### src/rtl/core/wheel_speed_mixer_keep_rotation_macros.svh
// ---------------------------------------------------------------------------
// Assertion macros for the wheel speed mixer
// Clocked on clk, disabled while rst_n is low.
// ---------------------------------------------------------------------------
`ifndef WHEEL_SPEED_MIXER_KEEP_ROTATION_MACROS_SVH
`define WHEEL_SPEED_MIXER_KEEP_ROTATION_MACROS_SVH
`ifndef NO_ASSERTIONS
// consequent must hold in the same cycle
`define WSMKR_ASSERT_NOW(lbl, ante, cons) \
  lbl: assert property (@(posedge clk) disable iff (!rst_n) (ante) |-> (cons)) \
    else $error("wsmkr: assertion failed");
// consequent must hold in the next cycle
`define WSMKR_ASSERT_NEXT(lbl, ante, cons) \
  lbl: assert property (@(posedge clk) disable iff (!rst_n) (ante) |=> (cons)) \
    else $error("wsmkr: assertion failed");
`else
`define WSMKR_ASSERT_NOW(lbl, ante, cons)
`define WSMKR_ASSERT_NEXT(lbl, ante, cons)
`endif
`endif

### src/rtl/core/wsmkr_pkg.sv
// ---------------------------------------------------------------------------
// wsmkr_pkg
// Types and constants shared by the wheel speed mixer modules.
// ---------------------------------------------------------------------------
package wsmkr_pkg;

  localparam int WHEELS  = 4;
  localparam int SPD_W   = 32;
  localparam int GAIN_W  = 17;
  localparam int FRAC_W  = 16;
  localparam int ONE_Q16 = 65536;
  localparam int OVER_QW = 31;   // quotient bits, rotation rescale
  localparam int MIX_QW  = 17;   // quotient bits, gain candidate
  localparam int CNT_W   = $clog2(OVER_QW);
  localparam int QDEPTH  = 2;
  localparam int PTR_W   = $clog2(QDEPTH);

  typedef struct packed {
    logic signed [SPD_W-1:0] trans_a;
    logic signed [SPD_W-1:0] trans_b;
    logic signed [SPD_W-1:0] trans_c;
    logic signed [SPD_W-1:0] trans_d;
    logic signed [SPD_W-1:0] rot_a;
    logic signed [SPD_W-1:0] rot_b;
    logic signed [SPD_W-1:0] rot_c;
    logic signed [SPD_W-1:0] rot_d;
  } in_item_t;

  typedef struct packed {
    logic signed [SPD_W-1:0] cmd_a;
    logic signed [SPD_W-1:0] cmd_b;
    logic signed [SPD_W-1:0] cmd_c;
    logic signed [SPD_W-1:0] cmd_d;
    logic [GAIN_W-1:0]       translation_gain;
    logic                    ok;
  } out_item_t;

  typedef enum logic [1:0] {
    KIND_ZERO,
    KIND_OVER,
    KIND_MIX
  } kind_t;

  typedef struct packed {
    kind_t                        kind;
    logic [SPD_W-1:0]             peak;
    logic [WHEELS-1:0][SPD_W-1:0] tr;
    logic [WHEELS-1:0][SPD_W-1:0] ro;
  } job_t;

  typedef struct packed {
    logic empty;
    logic full;
  } q_stat_t;

endpackage

### src/rtl/core/wsmkr_queue.sv
// ---------------------------------------------------------------------------
// wsmkr_queue
// Short job queue between the front and the back.
// ---------------------------------------------------------------------------
module wsmkr_queue (
  input  logic               clk,
  input  logic               rst_n,
  input  logic               push,
  input  wsmkr_pkg::job_t    job_in,
  input  logic               pop,
  output wsmkr_pkg::job_t    job_out,
  output wsmkr_pkg::q_stat_t q_stat
);
  import wsmkr_pkg::*;

  job_t             mem_r [QDEPTH];
  logic [PTR_W-1:0] wr_ptr_r;
  logic [PTR_W-1:0] rd_ptr_r;
  logic [PTR_W:0]   cnt_r;
  logic             do_push;
  logic             do_pop;

  assign q_stat.empty = (cnt_r == '0);
  assign q_stat.full  = (cnt_r == (PTR_W+1)'(QDEPTH));
  assign do_push      = push && !q_stat.full;
  assign do_pop       = pop && !q_stat.empty;
  assign job_out      = mem_r[rd_ptr_r];

  always_ff @(posedge clk) begin
    if (do_push) mem_r[wr_ptr_r] <= job_in;
  end

  always_ff @(posedge clk) begin
    if (!rst_n) begin
      wr_ptr_r <= '0;
      rd_ptr_r <= '0;
      cnt_r    <= '0;
    end else begin
      if (do_push) wr_ptr_r <= wr_ptr_r + PTR_W'(1);
      if (do_pop)  rd_ptr_r <= rd_ptr_r + PTR_W'(1);
      case ({do_push, do_pop})
        2'b10:   cnt_r <= cnt_r + (PTR_W+1)'(1);
        2'b01:   cnt_r <= cnt_r - (PTR_W+1)'(1);
        default: cnt_r <= cnt_r;
      endcase
    end
  end

endmodule

### config.mk
export PLATFORM = sky130hd
export DESIGN_NAME = wsmkr_queue
export DESIGN_NICKNAME = d
export VERILOG_FILES = /design/src/rtl/core/wheel_speed_mixer_keep_rotation_macros.svh /design/src/rtl/core/wsmkr_pkg.sv /design/src/rtl/core/wsmkr_queue.sv
export SDC_FILE = /design/constraint.sdc
export NUM_CORES = 1
export LEC_CHECK = 0
export ABC_CLOCK_PERIOD_IN_PS = 12000
export BUFFER_PORTS_ARGS = -buffer_cell sky130_fd_sc_hd__buf_2
export CAP_MARGIN = 0
export CELL_PAD_IN_SITES_DETAIL_PLACEMENT = 0
export CELL_PAD_IN_SITES_GLOBAL_PLACEMENT = 1
export CORE_MARGIN = 5
export CORE_UTILIZATION = 44
export DETAILED_ROUTE_END_ITERATION = 16
export PLACE_DENSITY_LB_ADDON = 0.1
export SYNTH_ARGS = -nofsm -noshare
export SYNTH_HDL_FRONTEND = slang
export SYNTH_SLANG_ARGS = --single-unit
### constraint.sdc
create_clock -name clk -period 12 [get_ports clk]
set_clock_uncertainty 0.1 [all_clocks]
set_input_delay 2.4 -clock clk [delete_from_list [all_inputs] [get_ports clk]]
set_output_delay 2.4 -clock clk [all_outputs]
set_load 0.02 [all_outputs]
==> results.sh <==
export IMPL_place_gp_congestion=0.779
export IMPL_postCtsSetupBuffers=0
export IMPL_finalMaxSlewViolations=0
export IMPL_core_rowCount=80
export IMPL_detail_route_antenna_nets=0
export IMPL_p_leak_nw=9.86
export IMPL_postSynthCellCount=928
export IMPL_clock_latency_ns=0.60
export IMPL_end_kind="primary output"
export IMPL_cts_root_buf="clkbuf_16"
export IMPL_grt_ovfl_total=0
export IMPL_drtPass1Iterations=4
export IMPL_core_mm2=0.0476
export IMPL_place_area_mm2=0.0247
export IMPL_yosysTopAreaCell="edfxtp_1"
export IMPL_status="finished clean"
export IMPL_cts_sinks=585
export IMPL_grt_pass1_vias=11400
export IMPL_critPathArrivalTime_ns=3.12
export IMPL_fp_dieH_um=229
export IMPL_vias=11000
export IMPL_hp_class="register to register"
export IMPL_grt_use_total_pct=19.2
export IMPL_clockBufferDepth=3
export IMPL_port_buffers=585
export IMPL_tns_ns=0
export IMPL_criticalPathCategory="register to primary output"
export IMPL_synth_nets=1223
export IMPL_htree_levels=2
export IMPL_avgRoutedWirePerCell_um=23.7
export IMPL_holdBufCountCts=0
export IMPL_nets=1846
export IMPL_drv_cap=0
export IMPL_period_needed_ns=5.62
export IMPL_die_w_um=229
export IMPL_post_route_period_util_pct=46.8
export IMPL_drive_above_1_share_pct=60.7
export IMPL_initialDrtViolationCount=602
export IMPL_yosys_register_bits=585
export IMPL_setup_viol=0
export IMPL_crit_fanout=171
export IMPL_ios=586
export IMPL_final_area_mm2=0.0266
export IMPL_post_synth_main_area_contributors="edfxtp_1 82%, mux2_2 15%, buf_6 0.59%"
export IMPL_clk_pin_slew_worst_paths_ns=0.06
export IMPL_synth_cell_types=19
export IMPL_dp_hpwl_um=37200
export IMPL_power_density_mw_per_mm2=232
export IMPL_postSynthAreaPerCell_um2=22.8
export IMPL_dieArea_mm2=0.0525
export IMPL_tritoncts="yes"
export IMPL_start_kind="register"
export IMPL_grt_max_degree=172
export IMPL_via_per_inst=4.94
export IMPL_grt_pass1_wl_um=74600
export IMPL_max_slew_worst_pin_slew_ns=1.14
export IMPL_ctsResizeCount=0
export IMPL_yosysWarnings=0
export IMPL_syn_to_final_growth_pct=25.9
export IMPL_drc=0
export IMPL_initial_core_util_pct=44.4
export IMPL_slew_headroom_pct=23.8
export IMPL_wl_um=52700
export IMPL_rsz0062_at_grt="no"
export IMPL_hold_viol=0
export IMPL_fmax_ghz=0.178
export IMPL_antenna_found_initial=27
export IMPL_synthesis_area_mm2=0.0211
export IMPL_worst_ir_drop_vdd_uv=274
export IMPL_yosysTopAreaCellShare_pct=82.4
export IMPL_crit_required_ns=9.50
export IMPL_tritoncts_num_buffers=59
export IMPL_ys_seq_area_share_pct=82.8
-- cell usage after synthesis, drive strengths merged --
library cell / number
and2: 1
o21a: 1
nor2b: 2
a21boi: 2
o21ai: 2
nor2: 1
and3: 1
dfxtp: 5
edfxtp: 580
inv: 3
xnor2: 3
mux2: 290
nand2: 1
ha: 1
nand2b: 1
buf: 32
or3: 2
-- cells in the final DEF, fill, tap and decap left out, drive strengths merged --
cell type and n:
buf 594, edfxtp 580, mux2 290, clkbuf 80, clkinv 20, diode 10
bufinv 5, dfxtp 5, inv 4, xnor2 3, nor2b 2, or3 2
o21ai 2, a21boi 2, o21a 1, nor2 1, nand2b 1, nand2 1
and3 1, and2 1, ha 1, clkinvlp 1
-- flip-flops by register name (all words and copies together) (netlist names), named ones only --
name	cells
mem_r	580
wr_ptr_r	1
cnt_r	2
rd_ptr_r	1
-- layout make-up --
class,count,area [µm²]
fillers,3854,21000
well taps,615,769
diodes,10,25.0
flip-flops and latches,585,17500
clock buffers,80,1640
repair buffers,594,3010
multi-input cells,308,3400
clock inverters,27,251
inverters,3,18.8
-- through the flow --
step,power (mW),hold slack [ns],setup slack (ns),cells,util (%)
2_1_floorplan,3.92,0.357,2.16,928,-
3_3_place_gp,4.46,0.394,6.13,2105,51.9
3_5_place_dp,4.46,0.396,6.13,2105,51.9
4_1_cts,6.26,0.404,6.32,2212,55.8
5_1_grt,6.43,0.437,6.21,2217,55.9
6_report,6.17,0.402,6.38,2222,55.9
-- where the power goes --
| part | leakage, nW | internal, mW | switching, mW |
|---|---|---|---|
| clock | 0.924 | 1.06 | 0.725 |
| sequential | 5.47 | 2.58 | 0.0857 |
| combinational | 3.47 | 0.643 | 1.08 |
| total | 9.86 | 4.28 | 1.89 |
-- routing by layer --
layer	share of wire [%]	vias up	global-route usage (%)
met5	0.41	-	0
met3	10	107	8.53
li1	-	4984	-
met4	2.3	34	5.79
met1	38	5436	22.3
met2	50	423	32.5
-- cell families (layout without fill, tap and decap cells) --
group                    Yosys count  count (layout)  synth area share [%]
AO/OA/AOI/OAI                      5               5                 0.154
buffers and inverters             35             704                  1.14
adder cells (fa/ha/maj)            1               1                0.0592
multiplexers                     290             290                  15.4
AND/OR/NAND/NOR                    9               9                 0.254
flip-flops                       585             585                  82.8
XOR/XNOR                           3               3                 0.124
other                              0              10                     0
-- final timing paths --
| path | from | end | cells after the start | slack (ns) |
|---|---|---|---|---|
| hold / removal | wr_ptr_r | wr_ptr_r | 2 | 0.40 |
| hold reg to reg | wr_ptr_r | wr_ptr_r | 2 | 0.40 |
| setup / recovery | register | job_out[50] | 3 | 6.38 |
| setup reg to reg | cnt_r[0] | mem_r[0][106] | 6 | 8.13 |
-- worst max-delay path, cell delays in order (launching register included) --
cell and delay [ns]:
dfxtp_4 0.92, buf_12 0.64, mux2_2 0.47, buf_2 0.17
(Power assumes the default switching activity.)
