[src/rtl/core/wheel_speed_mixer_keep_rotation_macros.svh]
// ---------------------------------------------------------------------------
// Assertion macros for the wheel speed mixer
// Clocked on clk, disabled while rst_n is low.
// ---------------------------------------------------------------------------
`ifndef WHEEL_SPEED_MIXER_KEEP_ROTATION_MACROS_SVH
`define WHEEL_SPEED_MIXER_KEEP_ROTATION_MACROS_SVH
`ifndef NO_ASSERTIONS
// consequent must hold in the same cycle
`define WSMKR_ASSERT_NOW(lbl, ante, cons) \
  lbl: assert property (@(posedge clk) disable iff (!rst_n) (ante) |-> (cons)) \
    else $error("wsmkr: assertion failed");
// consequent must hold in the next cycle
`define WSMKR_ASSERT_NEXT(lbl, ante, cons) \
  lbl: assert property (@(posedge clk) disable iff (!rst_n) (ante) |=> (cons)) \
    else $error("wsmkr: assertion failed");
`else
`define WSMKR_ASSERT_NOW(lbl, ante, cons)
`define WSMKR_ASSERT_NEXT(lbl, ante, cons)
`endif
`endif

[src/rtl/core/wsmkr_pkg.sv]
// ---------------------------------------------------------------------------
// wsmkr_pkg
// Types and constants shared by the wheel speed mixer modules.
// ---------------------------------------------------------------------------
package wsmkr_pkg;

  localparam int WHEELS  = 4;
  localparam int SPD_W   = 32;
  localparam int GAIN_W  = 17;
  localparam int FRAC_W  = 16;
  localparam int ONE_Q16 = 65536;
  localparam int OVER_QW = 31;   // quotient bits, rotation rescale
  localparam int MIX_QW  = 17;   // quotient bits, gain candidate
  localparam int CNT_W   = $clog2(OVER_QW);
  localparam int QDEPTH  = 2;
  localparam int PTR_W   = $clog2(QDEPTH);

  typedef struct packed {
    logic signed [SPD_W-1:0] trans_a;
    logic signed [SPD_W-1:0] trans_b;
    logic signed [SPD_W-1:0] trans_c;
    logic signed [SPD_W-1:0] trans_d;
    logic signed [SPD_W-1:0] rot_a;
    logic signed [SPD_W-1:0] rot_b;
    logic signed [SPD_W-1:0] rot_c;
    logic signed [SPD_W-1:0] rot_d;
  } in_item_t;

  typedef struct packed {
    logic signed [SPD_W-1:0] cmd_a;
    logic signed [SPD_W-1:0] cmd_b;
    logic signed [SPD_W-1:0] cmd_c;
    logic signed [SPD_W-1:0] cmd_d;
    logic [GAIN_W-1:0]       translation_gain;
    logic                    ok;
  } out_item_t;

  typedef enum logic [1:0] {
    KIND_ZERO,
    KIND_OVER,
    KIND_MIX
  } kind_t;

  typedef struct packed {
    kind_t                        kind;
    logic [SPD_W-1:0]             peak;
    logic [WHEELS-1:0][SPD_W-1:0] tr;
    logic [WHEELS-1:0][SPD_W-1:0] ro;
  } job_t;

  typedef struct packed {
    logic empty;
    logic full;
  } q_stat_t;

endpackage

[src/rtl/core/wsmkr_front.sv]
// ---------------------------------------------------------------------------
// wsmkr_front
// Takes input items, finds the rotation peak and classifies each item.
// ---------------------------------------------------------------------------
module wsmkr_front (
  input  wsmkr_pkg::in_item_t         in_data,
  input  logic                        in_valid,
  input  logic signed [31:0]          speed_limit,
  input  wsmkr_pkg::q_stat_t          q_stat,
  output logic                        push,
  output wsmkr_pkg::job_t             job
);
  import wsmkr_pkg::*;

  logic [WHEELS-1:0][SPD_W-1:0] tr_v;
  logic [WHEELS-1:0][SPD_W-1:0] ro_v;
  logic [WHEELS-1:0][SPD_W-1:0] mag;
  logic                         lim_pos;
  logic                         over;
  logic [SPD_W-1:0]             peak;

  always_comb begin
    tr_v[0] = in_data.trans_a;
    tr_v[1] = in_data.trans_b;
    tr_v[2] = in_data.trans_c;
    tr_v[3] = in_data.trans_d;
    ro_v[0] = in_data.rot_a;
    ro_v[1] = in_data.rot_b;
    ro_v[2] = in_data.rot_c;
    ro_v[3] = in_data.rot_d;
    lim_pos = !speed_limit[SPD_W-1] && (speed_limit != '0);
    over    = 1'b0;
    peak    = '0;
    for (int i = 0; i < WHEELS; i++) begin
      // magnitude of the most negative value still fits unsigned
      mag[i] = ro_v[i][SPD_W-1] ? (~ro_v[i] + SPD_W'(1)) : ro_v[i];
      if (mag[i] > $unsigned(speed_limit)) over = 1'b1;
      if (mag[i] > peak) peak = mag[i];
    end
    job.kind = !lim_pos ? KIND_ZERO : (over ? KIND_OVER : KIND_MIX);
    job.peak = peak;
    job.tr   = tr_v;
    job.ro   = ro_v;
  end

  assign push = in_valid && !q_stat.full;

endmodule

[config.mk]
export PLATFORM = sky130hd
export DESIGN_NAME = wsmkr_front
export DESIGN_NICKNAME = d
export VERILOG_FILES = /design/src/rtl/core/wheel_speed_mixer_keep_rotation_macros.svh /design/src/rtl/core/wsmkr_pkg.sv /design/src/rtl/core/wsmkr_front.sv
export SDC_FILE = /design/constraint.sdc
export NUM_CORES = 1
export LEC_CHECK = 0
export BUFFER_PORTS_ARGS = -buffer_cell sky130_fd_sc_hd__buf_2
export CAP_MARGIN = 20
export CORE_AREA = 5 5 224 226
export DETAILED_ROUTE_END_ITERATION = 8
export DIE_AREA = 0 0 229 231
export PLACE_DENSITY = 0.57
export SLEW_MARGIN = 20
export SYNTH_ARGS = -nofsm -noshare
export SYNTH_HDL_FRONTEND = slang
export SYNTH_SLANG_ARGS = --single-unit
[constraint.sdc]
create_clock -name vclk -period 13.1
set_input_delay 1.965 -clock vclk [all_inputs]
set_output_delay 1.965 -clock vclk [all_outputs]
set_load 0.02 [all_outputs]
==> tab_implementation.tex, run 1 <==
\begin{tabular}{lr}
\hline
Metric & Value \\
\hline
\multicolumn{2}{l}{\textbf{Outcome}} \\
Status & finished with violations \\
Violations in the final reports & negative setup slack \\
\multicolumn{2}{l}{\textbf{Final layout}} \\
Area of all placed cells without fillers & 15910 um\^{}2 \\
Register Area & 0 um\^{}2 \\
Layout cell share with drive strength beyond 1 & 0.4255 \\
Layout overhead on the synthesized area & 38.08\% \\
Non-Filler Instances & approximately 2.6k \\
Final-layout clock buffer total & 0 \\
FFs \& Latches & 0 \\
Post-layout net count & 2492 \\
\multicolumn{2}{l}{\textbf{Synth}} \\
Number of distinct library cell variants in the gate-level netlist after synthesis & 73 \\
Mean post-synth cell area & 7.358 um\^{}2 \\
Number of warning messages in the yosys log & 0 \\
Post-synthesis sequential area ratio & 0 \\
Number of cells produced by synthesis & 1566 \\
Net count of the mapped netlist & 2084 \\
Netlist area before placement & around 12000 um\^{}2 \\
\multicolumn{2}{l}{\textbf{Timing}} \\
Setup repair after global routing missed its margin & yes \\
Post-route minimum period & 13230 ps \\
Ratio of final minimum period to clock period & 1.010 \\
Final setup violating endpoints & 17 \\
Maximum clock frequency & 0.07557 GHz \\
Final Hold Vio Count & 0 \\
Final max-slew violation count & 0 \\
Worst-Margin Slew & about 800 ps \\
PnR worst setup slack & -132.8 ps \\
Slew Limit Headroom & 0.4616 \\
Worst slack on hold paths & 3930 ps \\
\multicolumn{2}{l}{\textbf{Routing}} \\
Vias per std cell & 5.043 \\
Number of remaining DRC errors & 0 \\
Total number of vias & 13.09k \\
DRC marker count from the first detailed-route iteration & roughly 710 \\
Routed length per placed instance & approximately 22 um \\
Final ANT Viol Nets & 0 \\
Routed wire length & 56190 um \\
First-pass iteration count of the detailed router & 5 \\
\multicolumn{2}{l}{\textbf{Setup path}} \\
Kind of start point of the critical path & input port \\
Capturing element type of the critical path & primary output \\
Crit Path Max Fanout & 8 \\
Arrival time reported for the critical path endpoint & 11270 ps \\
Critical path class & input port to primary output \\
Standard cell with the maximum stage delay on the critical path & or4\_4 \\
Most common cell type on the critical path & buf\_4 \\
Critical Path Max Stage Delay & around 520 ps \\
Data required time at the worst endpoint & 11140 ps \\
\multicolumn{2}{l}{\textbf{Place}} \\
Total half-perimeter wirelength after legalization and detailed placement & between 40000 and 50000 um \\
Port Buf Inserts & approximately 330 \\
Area of placed instances & 13920 um\^{}2 \\
Total placed cells including tap cells & 2491 \\
Routability congestion estimate from global placement & 0.9227 \\
Post-placement worst setup slack & -1062 ps \\
\multicolumn{2}{l}{\textbf{GRT}} \\
Vias in the first global route & 12.99k \\
Total grt overflow & 0 \\
First-pass GRT wire length & 79900 um \\
Initial antenna violation count & 11 \\
GR Util All Layers & 0.1952 \\
Largest net degree at the start of global routing & 34 \\
\multicolumn{2}{l}{\textbf{Power}} \\
Largest voltage drop on the vdd net & 66.86 uV \\
Leakage power summed over all cells & about 8 nW \\
Power per cell area & 130.5 nW/um\^{}2 \\
\multicolumn{2}{l}{\textbf{Floorplanning}} \\
I/O pin cnt & between 500 and 600 \\
Area of the die & 52900 um\^{}2 \\
Rows & between 80 and 90 \\
Die Width & $\sim$230 um \\
Area inside the core boundary & 48140 um\^{}2 \\
Die H & approximately 230 um \\
Initial Utilization & 0.2394 \\
\multicolumn{2}{l}{\textbf{Flow run}} \\
Count of maximum capacitance violations & 0 \\
\multicolumn{2}{l}{\textbf{Min path}} \\
Type of the tightest min-delay check & input port to primary output \\
\multicolumn{2}{l}{\textbf{Clocking}} \\
Number of buffers inserted by hold repair at cts & 0 \\
\hline
\end{tabular}
[final cells by class]
class                      instances  area, um^2
fill                            5141       32230
tap                              622       778.2
multi-input combinational       1128        9716
timing repair buffer             700        4867
inverter                         144       546.8
antenna                            1       2.502
[critical path: cells and delay by family]
family | cells | cell delay (ps)
fa+ha+maj | 3 | 820
buf+inv | 13 | 1790
compound gates | 8 | 1320
xor+xnor | 1 | 240
mux | 2 | 580
simple gates | 17 | 4530
[per-stage QoR]
stage	utilization	TNS, ps	total power, mW
finish	0.3305	-947.7	2.076
global placement	0.2891	-23440	1.504
detailed placement	0.2891	-27020	1.530
global route	0.3304	-9599	2.221
CTS	0.3103	-396.2	1.768
floorplan	-	0	0.9106
[cell usage in the layout, fill, tap and decap left out, drive strengths merged, types with 33 or more instances in the layout]
| cell type | Yosys | routed |
|---|---|---|
| inv | 142 | 142 |
| nand4 | 44 | 44 |
| buf | 267 | 696 |
| nand2 | 120 | 120 |
| mux2i | 46 | 46 |
| a21oi | 69 | 69 |
| xnor2 | 59 | 59 |
| nor2 | 45 | 45 |
| xor2 | 57 | 57 |
| a21o | 48 | 48 |
| o31ai | 33 | 33 |
| ha | 227 | 227 |
| o21ai | 84 | 84 |
[synth_stat cells, drive strengths merged (14+ instances only)]
cell type,instances,share of area
buf,267,0.17
ha,227,0.25
inv,142,0.046
nand2,120,0.039
o21ai,84,0.036
a21oi,69,0.030
xnor2,59,0.045
xor2,57,0.044
a21o,48,0.031
mux2i,46,0.040
nor2,45,0.015
nand4,44,0.024
o31ai,33,0.022
or4,31,0.022
clkbuf,27,0.0088
nand3,24,0.011
o41ai,22,0.022
nor4,20,0.011
o211ai,20,0.013
or4b,18,0.016
nor3,16,0.0070
nand2b,14,0.0083
o21a,14,0.0091
[metal layers]
| layer | up-vias | track usage | share of wire |
|---|---|---|---|
| li1 | 6250 | - | - |
| met1 | 6175 | 0.2527 | 0.43 |
| met2 | 527 | 0.3397 | 0.46 |
| met3 | 122 | 0.03235 | 0.069 |
| met4 | 12 | 0.04698 | 0.032 |
| met5 | - | 0 | 0.0011 |
[timing repair]
action / 4_1_cts / 5_1_grt
cloned: 3 / 4
setup buffers: 68 / 34
gates resized for setup: 107 / 140
endpoints found under the setup margin: 32 / 34
pin swaps: 41 / 54
[final timing paths]
kind,endpoint,cells past startpoint,start
setup / recovery,job[274],44,in_data[77]
hold / removal,job[160],0,in_data[192]
[report_power, final]
part	switching, mW	total (mW)	internal [mW]
logic	1.06	2.08	1.01
registers	0	0	0
clock network	0	0.0000000102	0.0000000102
[kinds of logic after synthesis]
| family | synth area share |
|---|---|
| multiplexers | 0.04224 |
| AND/OR/NAND/NOR | 0.1869 |
| AO/OA/AOI/OAI | 0.2087 |
| buffers and inverters | 0.2268 |
| adder cells (fa/ha/maj) | 0.2465 |
| XOR/XNOR | 0.08883 |
Note: power is estimated with default switching activity, not from simulation.
==> inputs of run 2 (changes only) <==
- CAP_MARGIN: 20 -> 0
- CORE_AREA: 5 5 224 226 -> 5 5 225 227
- DIE_AREA: 0 0 229 231 -> 0 0 230 232
- PLACE_DENSITY: 0.57 -> 0.55
- clock period: 13.1 -> 12.25 ns (I/O delays scaled with it)
==> tab_implementation.tex, run 2 (synthesis gave the netlist of run 1 again) <==
\begin{tabular}{lr}
\hline
Metric & Value \\
\hline
\multicolumn{2}{l}{\textbf{Outcome}} \\
Status & finished with violations \\
Violations in the final reports & negative setup slack \\
\multicolumn{2}{l}{\textbf{Final layout}} \\
FFs \& Latches & 0 (unchanged) \\
Area of all placed cells without fillers & 17030 um\^{}2 (+7.1\%) \\
Number of filler cells placed in the layout & 5049 (-1.8\%) \\
Final-layout clock buffer total & 0 (unchanged) \\
Post-layout net count & 2585 (+3.7\%) \\
Layout cell share with drive strength beyond 1 & 0.4692 (+0.04379) \\
Leading cell type in the layout, fill and taps excluded & buf\_4 \\
Register Area & 0 um\^{}2 (unchanged) \\
Leading cell types in the layout, fill and taps excluded & 434 x buf\_4, 289 x buf\_2, 208 x ha\_1, 133 x inv\_1, 111 x nand2\_1 \\
Layout overhead on the synthesized area & 47.82\% \\
\multicolumn{2}{l}{\textbf{Routing}} \\
Vias per std cell & 5.022 (-0.42\%) \\
First-pass iteration count of the detailed router & 5 (unchanged) \\
Number of remaining DRC errors & 0 (unchanged) \\
DRC marker count from the first detailed-route iteration & 680 (-3.7\%) \\
Routed wire length & 58460 um (+4.0\%) \\
Total number of vias & 13.50k (+3.1\%) \\
Final ANT Viol Nets & 0 (unchanged) \\
Routed length per placed instance & 21.75 um (+0.44\%) \\
\multicolumn{2}{l}{\textbf{Clocking}} \\
Number of buffers inserted by hold repair at cts & 0 (unchanged) \\
\multicolumn{2}{l}{\textbf{Timing}} \\
Worst slack on hold paths & 3675 ps (-255.0 ps) \\
Post-route minimum period & 12890 ps \\
Final Hold Vio Count & 0 (unchanged) \\
Maximum clock frequency & 0.07759 GHz \\
Ratio of final minimum period to clock period & 1.052 \\
Slew Limit Headroom & 0.5240 (+0.06240) \\
Setup repair after global routing missed its margin & yes \\
Final TNS setup & -15290 ps (-14340 ps) \\
Final max-slew violation count & 0 (unchanged) \\
Worst-Margin Slew & 709.0 ps (-90.24 ps) \\
PnR worst setup slack & -637.5 ps (-504.7 ps) \\
Final setup violating endpoints & 32 (+15) \\
\multicolumn{2}{l}{\textbf{Min path}} \\
Worst hold path depth & 0 (unchanged) \\
Type of the tightest min-delay check & input port to primary output \\
Min-delay src & in\_data[241] \\
Hold path endpoint & job[145] \\
\multicolumn{2}{l}{\textbf{Power}} \\
Proportion of power drawn by the clock network & 0 (unchanged) \\
Leakage power summed over all cells & 8.534 nW (+6.2\%) \\
Part of the total power dissipated in sequential elements & 0 (unchanged) \\
Power Internal & 1.181 mW (+17\%) \\
Design Power & 2.371 mW (+14\%) \\
Largest voltage drop on the vdd net & 65.53 uV (-2.0\%) \\
Power per cell area & 139.2 nW/um\^{}2 (+6.7\%) \\
Switching pwr & 1.191 mW (+12\%) \\
Switching part of the total & 0.5022 (-0.01014) \\
Combinational cell fraction of total power & 1.000 (about the same) \\
\multicolumn{2}{l}{\textbf{Place}} \\
Area of placed instances & 14320 um\^{}2 (+2.9\%) \\
Port Buf Inserts & 325 (unchanged) \\
Routability congestion estimate from global placement & 0.9235 (about the same) \\
Post-placement worst setup slack & -1524 ps (-462.3 ps) \\
Total half-perimeter wirelength after legalization and detailed placement & 48890 um (+0.77\%) \\
\multicolumn{2}{l}{\textbf{Setup path}} \\
Critical path class & input port to primary output \\
Data required time at the worst endpoint & 10410 ps (-730 ps) \\
Most common cell type on the critical path & buf\_4 \\
Capturing element type of the critical path & primary output \\
Arrival time reported for the critical path endpoint & 11050 ps (-220 ps) \\
Kind of start point of the critical path & input port \\
Crit Path Max Fanout & 7 (-1) \\
Critical Path Max Stage Delay & 530 ps (about the same) \\
Standard cell with the maximum stage delay on the critical path & or4\_4 \\
\multicolumn{2}{l}{\textbf{Floorplanning}} \\
I/O pin cnt & 582 (unchanged) \\
Die Width & 230 um (+0.44\%) \\
Initial Utilization & 0.2378 (-0.001502) \\
Die H & 232 um (+0.43\%) \\
Rows & 81 (unchanged) \\
Area inside the core boundary & 48440 um\^{}2 (+0.63\%) \\
Area of the die & 53360 um\^{}2 (+0.87\%) \\
\multicolumn{2}{l}{\textbf{GRT}} \\
GR Util All Layers & 0.2023 (+0.007068) \\
Initial antenna violation count & 12 (+1) \\
First-pass GRT wire length & 83430 um (+4.4\%) \\
Vias in the first global route & 13.55k (+4.3\%) \\
Total grt overflow & 0 (unchanged) \\
Largest net degree at the start of global routing & 34 (unchanged) \\
\multicolumn{2}{l}{\textbf{Flow run}} \\
Count of maximum capacitance violations & 0 (unchanged) \\
\hline
\end{tabular}
## run 2: power groups by stage
stage / combinational [mW] / clock (mW) / sequential (mW)
6_report: 2.37 / 0.0000000110 / 0
5_1_grt: 2.53 / 0.0000000109 / 0
4_1_cts: 2.16 / 0 / 0
3_5_place_dp: 1.66 / 0 / 0
3_3_place_gp: 1.62 / 0 / 0
2_1_floorplan: 0.983 / 0 / 0
## run 2: metrics by stage
step | instances | util
after floorplan | 1566 | -
after global placement | 2542 | 0.2955
after detailed placement | 2542 | 0.2955
after CTS | 2672 | 0.3379
after global routing | 2688 | 0.3516
final | 2688 | 0.3516
## run 2: layer usage
metal / global-route usage / vias up / wire length [um]
met5: 0 / - / 85
met4: 0.05959 / 14 / 2209
met3: 0.03081 / 150 / 3908
met2: 0.3485 / 572 / 27130
met1: 0.2621 / 6335 / 25130
li1: - / 6427 / -
## run 2: area by class of cell
class                           instances  area (um^2)  area share
Antenna cell                            1        2.502   0.0001469
Multi-Input combinational cell       1128         9990      0.5865
Tap cell                              622        778.2     0.04569
Inverter                              144        546.8     0.03210
Timing Repair Buffer                  793         5715      0.3356
## run 2: what timing repair did
item,4_1_cts,5_1_grt
setup buffers,124,36
gates cloned,7,1
pin swaps,78,41
endpoints found under the setup margin,32,34
gates resized for setup,204,111
## run 2: worst max path at each step
stage,to,from,slack [ps]
floorplan,job[262],in_data[80],1
global route,job[279],in_data[104],-910
CTS,job[268],in_data[74],-490
global placement,job[261],in_data[80],-1350
detailed placement,job[261],in_data[80],-1520
finish,job[278],in_data[74],-640
## run 2: worst max-delay path: cells and delay by family
kind / cells / cell delay [ps]
adders and majority gates: 3 / 880
xor gates and xnor gates: 1 / 280
buffers and inverters: 17 / 2360
AOI/OAI and AO/OA: 9 / 1170
and+or+nand+nor: 18 / 4480
